[config.mk]
export PLATFORM = sky130hd
export DESIGN_NAME = hmt_cell
export DESIGN_NICKNAME = d
export VERILOG_FILES = /design/src/sv/hmt_pkg.sv /design/src/sv/hmt_cell.sv
export SDC_FILE = /design/constraint.sdc
export NUM_CORES = 1
export LEC_CHECK = 0
export BUFFER_PORTS_ARGS = -buffer_cell sky130_fd_sc_hd__buf_2
export CORE_AREA = 4 4 131 133
export DETAILED_ROUTE_END_ITERATION = 10
export DIE_AREA = 0 0 135 137
export GPL_TIMING_DRIVEN = 0
export PLACE_DENSITY = 0.69
export SYNTH_ARGS = -nofsm -noshare
export SYNTH_HDL_FRONTEND = slang
export SYNTH_SLANG_ARGS = --single-unit
[constraint.sdc]
create_clock -name clk -period 3.6 [get_ports clk]
set_input_delay 0.54 -clock clk [delete_from_list [all_inputs] [get_ports clk]]
set_output_delay 0.54 -clock clk [all_outputs]
set_load 0.02 [all_outputs]
[src/sv/hmt_pkg.sv]
// Shared types and codes for the heartbeat membership table.
package hmt_pkg;

    // Operation codes of an input item.
    localparam logic [1:0] OP_MERGE   = 2'd0;
    localparam logic [1:0] OP_TICK    = 2'd1;
    localparam logic [1:0] OP_DUMP    = 2'd2;
    localparam logic [1:0] OP_RESTART = 2'd3;

    // Result kinds.
    localparam logic [2:0] KIND_ADDED     = 3'd0;
    localparam logic [2:0] KIND_UPDATED   = 3'd1;
    localparam logic [2:0] KIND_UNCHANGED = 3'd2;
    localparam logic [2:0] KIND_DROPPED   = 3'd3;
    localparam logic [2:0] KIND_REMOVED   = 3'd4;
    localparam logic [2:0] KIND_LISTED    = 3'd5;
    localparam logic [2:0] KIND_EMPTY     = 3'd6;
    localparam logic [2:0] KIND_RESTARTED = 3'd7;

    // Configuration register indexes and port widths.
    localparam int CFG_IDX_W  = 2;
    localparam int CFG_DATA_W = 32;
    localparam logic [CFG_IDX_W-1:0] CFG_SELF_ID   = 2'd0;
    localparam logic [CFG_IDX_W-1:0] CFG_SELF_PORT = 2'd1;
    localparam logic [CFG_IDX_W-1:0] CFG_TIMEOUT   = 2'd2;

    localparam logic [15:0] TIMEOUT_RESET = 16'd20;

    // One table entry as held by a cell.
    typedef struct packed {
        logic [31:0] id;
        logic [15:0] port;
        logic [31:0] heartbeat;
        logic [31:0] stamp;
    } entry_t;

    // One input item.
    typedef struct packed {
        logic [1:0]  operation;
        logic [31:0] node_id;
        logic [15:0] node_port;
        logic [31:0] heartbeat_in;
        logic [31:0] current_time;
    } cmd_t;

    // One result item.
    typedef struct packed {
        logic [2:0]  kind;
        logic [31:0] entry_id;
        logic [15:0] entry_port;
        logic [31:0] entry_heartbeat;
        logic        is_self;
        logic [5:0]  entry_count;
        logic        last;
    } result_t;

    // Per-cell control: take the neighbor's entry, or load the broadcast entry.
    typedef struct packed {
        logic shift;
        logic load;
    } cell_ctrl_t;

endpackage

[src/sv/hmt_cell.sv]
// One cell of the membership chain: holds a single table entry.
module hmt_cell (
    input  logic               clk,
    input  hmt_pkg::cell_ctrl_t ctrl,
    input  hmt_pkg::entry_t    nbr,
    input  hmt_pkg::entry_t    load_data,
    output hmt_pkg::entry_t    q
);

    hmt_pkg::entry_t q_reg;
    hmt_pkg::entry_t q_next;

    // The cell either takes its neighbor's entry as the chain advances, takes the
    // broadcast entry when it is the write position, or holds.
    always_comb
    begin
        priority if (ctrl.shift)
        begin
            q_next = nbr;
        end
        else if (ctrl.load)
        begin
            q_next = load_data;
        end
        else
        begin
            q_next = q_reg;
        end
    end

    always_ff @(posedge clk)
    begin
        q_reg <= q_next;
    end

    assign q = q_reg;

endmodule

# Word level (Yosys, flattened, before mapping)
# Index checks and enable logic that the tools add are counted.
dict set report op_classes {
  muxes 2
  n_reduce_logical 1
}
# cell n
set op_table {}
lappend op_table {{$mux W112} 2}
lappend op_table {{$reduce_bool A2 Y1} 1}
dict set report word_totals {
  register_bits 112
  input_bits 227
  out_inout_bits 112
  word_cells 7
}

# Longest topological paths before layout
# Gate-level depths: netlist (run 1).
dict set report logic_depth {
  word_depth 2
  depth_mapped 4
  depth_no_buf 1
}

# Worst setup path before layout (run 1)
# No wires, ideal clock.
dict set report synth_timing {
  kind {input-to-reg}
  start {input port ctrl[1] (netlist bit)}
  end {register q_reg (netlist bit q[0]), enable pin}
  setup_time_ps 478
  t_arrival_ps 3404
  required_time_ps 3122
  setup_slack_ps -282
  path_stages 4
  n_path_buf 3
  cell_sequence {buf_6 buf_8 buf_6 or2_1}
}
dict set report synth_via {
  elab_chain_len 1
}
# element line
set synth_rtl {}
lappend synth_rtl {{from (decl)} hmt_cell.sv:4} ;# input hmt_pkg::cell_ctrl_t ctrl,
lappend synth_rtl {{$reduce_bool A2 Y1 (no source line)} --}
lappend synth_rtl {{to (signal assigned)} hmt_cell.sv:33} ;# q_reg <= q_next;
lappend synth_rtl {{to (decl)} hmt_cell.sv:10} ;# hmt_pkg::entry_t q_reg;
# No other way between the ends.
# A chain may end at the register's enable or synchronous reset.

# Worst setup path in the final report (run 1)
dict set report layout_timing {
  start {input port ctrl[1] (netlist bit)}
  end {register q_reg (netlist bit q[17]), enable pin}
}
# The elaborated chain is that of the path after synthesis.

==> impl_metrics.ini, run 1 <==
[outcome]
outcome = finished, final reports clean

[clock_network]
cts.clk_slew.worst_paths_ps = 80
cts-root-buf = clkbuf_16
cts_tree = done
numCtsBuffers = 9
postCtsSetupBuffers = 0
hold_buffers = 0
clock_path_buffers = 2
cts-resized-gates = 0
clock_sinks = 112
htreeDepth = 3

[sta]
finalCritPeriodShare = 0.570
worst_slack_ps = 1550
clock.fmax_mhz = 488
whs_ps = 489
relSlewSlack = 0.506
final.min_clock_period_ps = 2050
setup_tns_ps = 0
setup_viol = 0
tightest_slew_ps = 742
drv_slew = 0
rsz0062_at_grt = false
finalHoldViolations = 0

[logic_synthesis]
synth-xor-area-share = 0
syn-cell-area_um2 = 5010
synth_area_leaders = edfxtp_1 67%, mux2_4 21%, mux2_2 9.7%, buf_6 1.8%, buf_2 0.40%
synth_fa_ha_area_frac = 0
yosysTopAreaCell = edfxtp_1
synth.distinct_cells = 7
seq_area_frac_synth = 0.671
synth_nets = 465
synth_mux_area_frac = 0.303
synth_top_family_by_area = multiplexers
synth_edf_count = 112
synth_common_cells = 112 x edfxtp_1, 69 x mux2_4, 43 x mux2_2
synthFlopType = edfxtp_1
syn_inst = 238
avgSynthCellArea_um2 = 21.1
synth-seq-cells = 112
synth-async-reset-ratio = 0
yosysTopAreaCellShare = 0.671
synth.most_common_cell = edfxtp_1
synth-compound-area-share = 0
yosys_warnings = 0
yosys.area_share.simple = 0.00125

[layout]
fillers = 1428
n_antenna_cell = 0
multiInputGateArea_um2 = 1530
final_area_um2 = 7280
drive_above_1_share = 0.807
area_growth_pct = 45.2
ff_latch_area_um2 = 3360
largest_register_ff_count = 112
fin_cells = 806
finish.utilization = 0.460
final_nets = 814

[grt]
grt_use_met2 = 0.270
antenna_found_initial = 1
busiest_layer = met2
use_met1 = 0.137
grt_overflow = 0
grt_pass1_wl_um = 19800
grtUsageTotal = 0.142
grt_max_degree = 64
grt_util_met3 = 0.0581
grt_pass1_vias = 3753

[worst_hold_path]
holdPathStages = 2
hold_end = q[64]$_DFFE_PP_
min-delay-start = nbr[64]
hold_path.class = in -> reg

[worst_setup_path]
crit_path_max_fanout = 63
cp.required_ps = 3610
path_class = in -> reg
start_kind = primary input
cp.arrival_ps = 2060
cp-end-kind = register

[routing]
vias_per_cell = 4.32
vias = 3484
wl_um = 14100
drcViolationCount = 0
first_pass_iters = 4
detail_route.iter0.violations = 112
wl_per_cell_um = 17.5
drtAntennaViolNets = 0

[placement]
placed_cell_area_um2 = 7000
preCtsSetupSlack_ps = 1150
place_congestion = 0.833
dpl.hpwl_um = 11500
io_buffers = 337
placed_cells = 792

[power]
p_sw_uw = 841
pwr-share-seq = 0.497
switching_share = 0.256
power_frac_comb = 0.209
p_int_mw = 2.45
pwr-share-clk = 0.294
p_leak_nw = 3.42
power_mw = 3.29
ir_worst_vdd_mv = 0.211
powerDensity_nw_per_um2 = 452

[floorplan]
die-height_um = 137
fp.dieW_um = 135
rows = 46
core_um2 = 15800
initial_core_util = 0.317
die_area_um2 = 18500
ios = 339

[job]
drv_cap = 0
[layer usage]
layer / wire length [um] / vias to the layer above / part of all wire
met5: 20 / - / 0.0014
met4: 306 / 2 / 0.022
met3: 1390 / 21 / 0.099
met2: 7620 / 195 / 0.54
met1: 4770 / 1636 / 0.34
li1: - / 1630 / -
[logic make-up (layout without fill, tap and decap cells)]
kind of cell | Yosys count | after routing
mux | 112 | 112
buf+inv | 13 | 365
simple gates | 1 | 1
flops | 112 | 112
[layout by cell type, fill, tap and decap left out]
| master | synthesis | final |
|---|---|---|
| clkinvlp_4 | 0 | 2 |
| clkbuf_1 | 0 | 2 |
| edfxtp_1 | 112 | 112 |
| buf_8 | 1 | 1 |
| clkbuf_16 | 0 | 9 |
| bufinv_16 | 0 | 1 |
| mux2_2 | 43 | 43 |
| buf_6 | 8 | 8 |
| mux2_4 | 69 | 69 |
| buf_16 | 0 | 1 |
| buf_2 | 4 | 341 |
| or2_4 | 0 | 1 |
[worst max-delay path, cell delays in order]
cell	delay, ps
buf_6	100
buf_8	170
buf_6	200
or2_4	610
buf_16	360
[layout make-up]
type	count	area share
Sequential cell	112	0.462
Tap cell	216	0.0371
Timing Repair Buffer	338	0.235
Buffer	13	0.0172
Clock inverter	3	0.00619
Multi-Input combinational cell	113	0.210
Clock buffer	11	0.0320
[power groups by stage]
stage | clock, mW | combinational, mW | sequential (mW)
after global routing | 1.05 | 0.729 | 1.65
after CTS | 0.998 | 0.700 | 1.64
after global placement | 0 | 0.682 | 1.66
after detailed placement | 0 | 0.700 | 1.66
final | 0.967 | 0.689 | 1.63
after floorplan | 0 | 0.193 | 1.86
[worst max path at each step]
stage | cells after the start | start | slack, ps | end
final | 5 | ctrl[1] | 1550 | q[17]$_DFFE_PP_
after global routing | 5 | ctrl[1] | 1460 | q[30]$_DFFE_PP_
after CTS | 5 | ctrl[1] | 1520 | q[17]$_DFFE_PP_
after detailed placement | 5 | ctrl[1] | 1150 | q[16]$_DFFE_PP_
after global placement | 4 | ctrl[1] | 170 | q[15]$_DFFE_PP_
after floorplan | 4 | ctrl[1] | 840 | q[0]$_DFFE_PP_
Power figures use the tool's default switching activity.
==> run 2: changes to the inputs <==
--- a/config.mk
+++ b/config.mk
@@ -5,12 +5,13 @@
 export SDC_FILE = /design/constraint.sdc
 export NUM_CORES = 1
 export LEC_CHECK = 0
+export ABC_AREA = 1
 export BUFFER_PORTS_ARGS = -buffer_cell sky130_fd_sc_hd__buf_2
 export CORE_AREA = 4 4 131 133
 export DETAILED_ROUTE_END_ITERATION = 10
 export DIE_AREA = 0 0 135 137
 export GPL_TIMING_DRIVEN = 0
-export PLACE_DENSITY = 0.69
+export PLACE_DENSITY = 0.67
 export SYNTH_ARGS = -nofsm -noshare
 export SYNTH_HDL_FRONTEND = slang
 export SYNTH_SLANG_ARGS = --single-unit
==> constraint.sdc (replaced) <==
create_clock -name clk -period 1.8 [get_ports clk]
set_input_delay 0.27 -clock clk [delete_from_list [all_inputs] [get_ports clk]]
set_output_delay 0.27 -clock clk [all_outputs]
set_load 0.02 [all_outputs]
==> run 2 against run 1 <==
  * Global-route usage rose by 1.4 points
  * Highest routed layer is now met4
  * Setup slack got worse by 1300 ps
  * Combinational power rose by 90%
  * Critical path depth fell by 1
  * Wire length rose by 12%
  * Final cell count rose by 30%
==> impl_metrics.ini, run 2 <==
[clock_network]
cts-root-buf = clkbuf_16
clock_sinks = 112
numCtsBuffers = 9
cts_tree = done
cts.clk_slew.worst_paths_ps = 80
postCtsSetupBuffers = 0
cts-resized-gates = 0
htreeDepth = 3
clock_path_buffers = 2
hold_buffers = 0

[worst_setup_path]
crit_chain = buf_6 -> buf_6 -> or2_4 -> buf_16
cp-end-kind = register
cpPeakStageDelay_ps = 580
cpMaxStageDelayCell = or2_4
start_kind = primary input
crit_path_max_fanout = 65
cp_top_family = buffers and inverters
crit_top_cell = buf_6
path_class = in -> reg
cp.arrival_ps = 1600
cp_num_buf_inv = 3
cp.required_ps = 1810

[worst_hold_path]
min-delay-start = load_data[92]
hold_end = q[92]$_DFFE_PP_
hold_path.class = in -> reg
holdPathStages = 3

[routing]
detail_route.iter0.violations = 195
vias_per_cell = 4.16
wl_um = 15700
vias = 4348
drtAntennaViolNets = 0
first_pass_iters = 4
wl_per_cell_um = 15.0
drcViolationCount = 0

[floorplan]
rows = 46
initial_core_util = 0.307
core_um2 = 15800
die_area_um2 = 18500
fp.dieW_um = 135
die-height_um = 137
ios = 339

[logic_synthesis]
synth-seq-cells = 112
yosysTopAreaCell = edfxtp_1
synth_area_leaders = edfxtp_1 69%, nand2_1 25%, buf_6 2.6%, buf_2 1.4%, nand2_2 1.3%
synth.distinct_cells = 7
synth.most_common_cell = nand2_1
synth-async-reset-ratio = 0
seq_area_frac_synth = 0.693
synthFlopType = edfxtp_1
syn_inst = 475
synth_edf_count = 112
avgSynthCellArea_um2 = 10.2
synth_nets = 702
yosys_warnings = 0
synth_common_cells = 326 x nand2_1, 112 x edfxtp_1, 14 x buf_2
yosysTopAreaCellShare = 0.693
syn-cell-area_um2 = 4860

[placement]
preCtsSetupSlack_ps = -182
io_buffers = 337
placed_cell_area_um2 = 6840
place_congestion = 0.782
dpl.hpwl_um = 12200
placed_cells = 1029

[layout]
final_common_cell = buf_2
final_area_um2 = 7140
area_growth_pct = 46.9
final_nets = 1051
drive_above_1_share = 0.468
fin_cells = 1046
final_cell_mix = 351 x buf_2, 326 x nand2_1, 112 x edfxtp_1
largest_register_ff_count = 112

[sta]
rsz0062_at_grt = false
relSlewSlack = 0.523
final.min_clock_period_ps = 1590
clock.fmax_mhz = 628
worst_slack_ps = 207
setup_viol = 0
tightest_slew_ps = 716
finalCritPeriodShare = 0.885
finalHoldViolations = 0
drv_slew = 0

[power]
powerDensity_nw_per_um2 = 921
ir_worst_vdd_mv = 0.400
power_mw = 6.57
p_leak_nw = 3.76

[grt]
grt_pass1_wl_um = 22000
grt_pass1_vias = 4188
grtUsageTotal = 0.157
antenna_found_initial = 1
grt_overflow = 0
grt_max_degree = 66

[job]
drv_cap = 0

[outcome]
outcome = finished, final reports clean
-- run 2: per-stage QoR --
stage	setup TNS, ps	hold WS (ps)	util
after floorplan	0	443	-
after global placement	-51320	534	0.431
after detailed placement	-11290	537	0.432
after CTS	0	165	0.451
after global routing	0	175	0.451
final	0	183	0.451
-- run 2: worst max-delay path by stage --
| stage | depth (start not counted) | start | endpoint | slack (ps) |
|---|---|---|---|---|
| global placement | 3 | ctrl[1] | q[19]$_DFFE_PP_ | -470 |
| finish | 4 | ctrl[1] | q[35]$_DFFE_PP_ | 210 |
| floorplan | 3 | ctrl[1] | q[0]$_DFFE_PP_ | 60 |
| CTS | 4 | ctrl[1] | q[35]$_DFFE_PP_ | 190 |
| detailed placement | 4 | ctrl[1] | q[19]$_DFFE_PP_ | -180 |
| global route | 4 | ctrl[1] | q[36]$_DFFE_PP_ | 100 |
-- run 2: logic make-up after synthesis --
group	Yosys count	share of synthesized area
buffers and inverters	26	0.0412
DFF	112	0.693
and+or+nand+nor	337	0.266
-- run 2: layout make-up --
class,count,area [um^2]
diodes,1,2.50
plain buffers,25,194
clock buffers,11,233
clock inverters,5,57.6
fillers,1550,8690
inverters,1,6.26
multi-input cells,337,1290
flip-flops and latches,112,3360
well taps,216,270
repair buffers,338,1710
-- run 2: power breakdown --
group | leakage, nW | switching [mW] | internal [mW] | total (mW)
Combinational | 2.47 | 0.827 | 0.485 | 1.31
Sequential | 1.15 | 0.0641 | 3.20 | 3.26
Clock | 0.133 | 0.912 | 1.08 | 1.99
-- run 2: metal layers --
layer  GRT usage  vias to the layer above  part of all wire
li1            -                     2217                 -
met1       0.170                     1888              0.38
met2       0.288                      228              0.51
met3      0.0570                       15             0.098
met4      0.0431                        0             0.014
met5           0                        -                 0
==> run 3: changes to the inputs <==
==> constraint.sdc (replaced) <==
create_clock -name clk -period 1.8 [get_ports clk]
set_input_delay 0.36 -clock clk [delete_from_list [all_inputs] [get_ports clk]]
set_output_delay 0.36 -clock clk [all_outputs]
set_load 0.02 [all_outputs]
==> run 3 against run 2 <==
  * Sequential power barely moved
  * Wire length down 2.1%
  * Clock power down 6%
  * Die area unchanged
  * Maximum frequency grew 10%
  * Sequential share of layout area up 0.066 points
  * Sequential cell count unchanged
  * Combinational power about the same
  * Clock-buffer cell count fell by 2
  * Global-route usage decreased by 0.53 points
  * Hold slack improved by 86 ps
  * Final area fell by 0.14%
  * Critical endpoint unchanged
  * Highest routed layer unchanged
==> impl_metrics.ini, run 3 (synthesis gave the netlist of run 2 again) <==
[outcome]
outcome = finished, final reports clean

[sta]
final.min_clock_period_ps = 1450
whs_ps = 270
tightest_slew_ps = 666
drv_slew = 0
finalHoldViolations = 0
clock.fmax_mhz = 692
finalCritPeriodShare = 0.803
worst_slack_ps = 355
relSlewSlack = 0.556
rsz0062_at_grt = false
setup_viol = 0

[routing]
first_pass_iters = 4
route.met2.wl_um = 7430
wl_met3_um = 1820
vias = 4318
wl_um = 15400
drtAntennaViolNets = 0
detail_route.iter0.violations = 149
dr.max_layer_used = met4
vias_per_cell = 4.13
wl_per_cell_um = 14.7
drcViolationCount = 0
drt-met1-wl_um = 5920

[worst_setup_path]
cp-startpoint = ctrl[1]
cp.required_ps = 1820
crit_end = q[35]$_DFFE_PP_
path_class = in -> reg
cp-end-kind = register
crit_path_max_fanout = 58
cp.arrival_ps = 1460
start_kind = primary input

[power]
powerDensity_nw_per_um2 = 907
ir_worst_vdd_mv = 0.407
p_leak_nw = 3.76

[floorplan]
fp.dieW_um = 135
die-height_um = 137
initial_core_util = 0.307
ios = 339
rows = 46
core_um2 = 15800
die_area_um2 = 18500

[layout]
n_antenna_cell = 0
final_common_cell = buf_2
largest_register_ff_count = 112
final_nets = 1052
final_cell_mix = 351 x buf_2, 326 x nand2_1, 112 x edfxtp_1
finish.utilization = 0.450
area_growth_pct = 46.7
final_area_um2 = 7130
drive_above_1_share = 0.471

[clock_network]
htreeDepth = 3
cts_tree = done
numCtsBuffers = 9
clock_path_buffers = 2
postCtsSetupBuffers = 0
clock_sinks = 112
hold_buffers = 0
cts-resized-gates = 0
cts-root-buf = clkbuf_16
cts.clk_slew.worst_paths_ps = 80

[grt]
antenna_found_initial = 0
grt_max_degree = 59
grt_pass1_vias = 4024
grt_pass1_wl_um = 21000
grtUsageTotal = 0.151
grt_overflow = 0

[placement]
dpl.hpwl_um = 11900
io_buffers = 337
placed_cell_area_um2 = 6850
preCtsSetupSlack_ps = -300
place_congestion = 0.803

[worst_hold_path]
hold_path.class = in -> reg

[job]
drv_cap = 0
[run 3: power by group]
part	total (mW)	internal (mW)	leakage, nW	switching (mW)
clock network	1.88	0.942	0.133	0.943
registers	3.26	3.20	1.15	0.0657
logic	1.32	0.487	2.47	0.828
[run 3: worst max-delay path, cell delays in order]
cell    delay [ps]
buf_8          110
buf_6          170
or2_4          430
buf_16         320
[run 3: metrics by stage]
| stage | instances | power (mW) | TNS, ps |
|---|---|---|---|
| floorplan | 475 | 4.02 | -2530 |
| global placement | 1028 | 4.63 | -59420 |
| detailed placement | 1029 | 4.66 | -16960 |
| CTS | 1045 | 6.56 | 0 |
| global route | 1046 | 6.76 | 0 |
| finish | 1046 | 6.46 | 0 |
[run 3: metal layers]
layer	vias up	GRT usage
met5	-	0
met2	232	0.267
li1	2230	-
met4	0	0.0571
met1	1842	0.168
met3	14	0.0544
[run 3: final cells by class]
type | instances | area (um^2)
fillers | 1522 | 8700
flip-flops and latches | 112 | 3360
repair buffers | 338 | 1710
multi-input cells | 338 | 1300
well taps | 216 | 270
clock buffers | 9 | 225
plain buffers | 25 | 198
clock inverters | 7 | 47.5
inverters | 1 | 6.26
[run 3: how the worst min path moves through the flow]
| stage | slack [ps] | to | from | cells after the start |
|---|---|---|---|---|
| after detailed placement | 630 | q[3]$_DFFE_PP_ | load_data[3] | 3 |
| after floorplan | 530 | q[39]$_DFFE_PP_ | load_data[39] | 2 |
| after global routing | 260 | q[9]$_DFFE_PP_ | load_data[9] | 3 |
| after global placement | 620 | q[61]$_DFFE_PP_ | load_data[61] | 3 |
| after CTS | 250 | q[96]$_DFFE_PP_ | load_data[96] | 3 |
| final | 270 | q[51]$_DFFE_PP_ | load_data[51] | 3 |
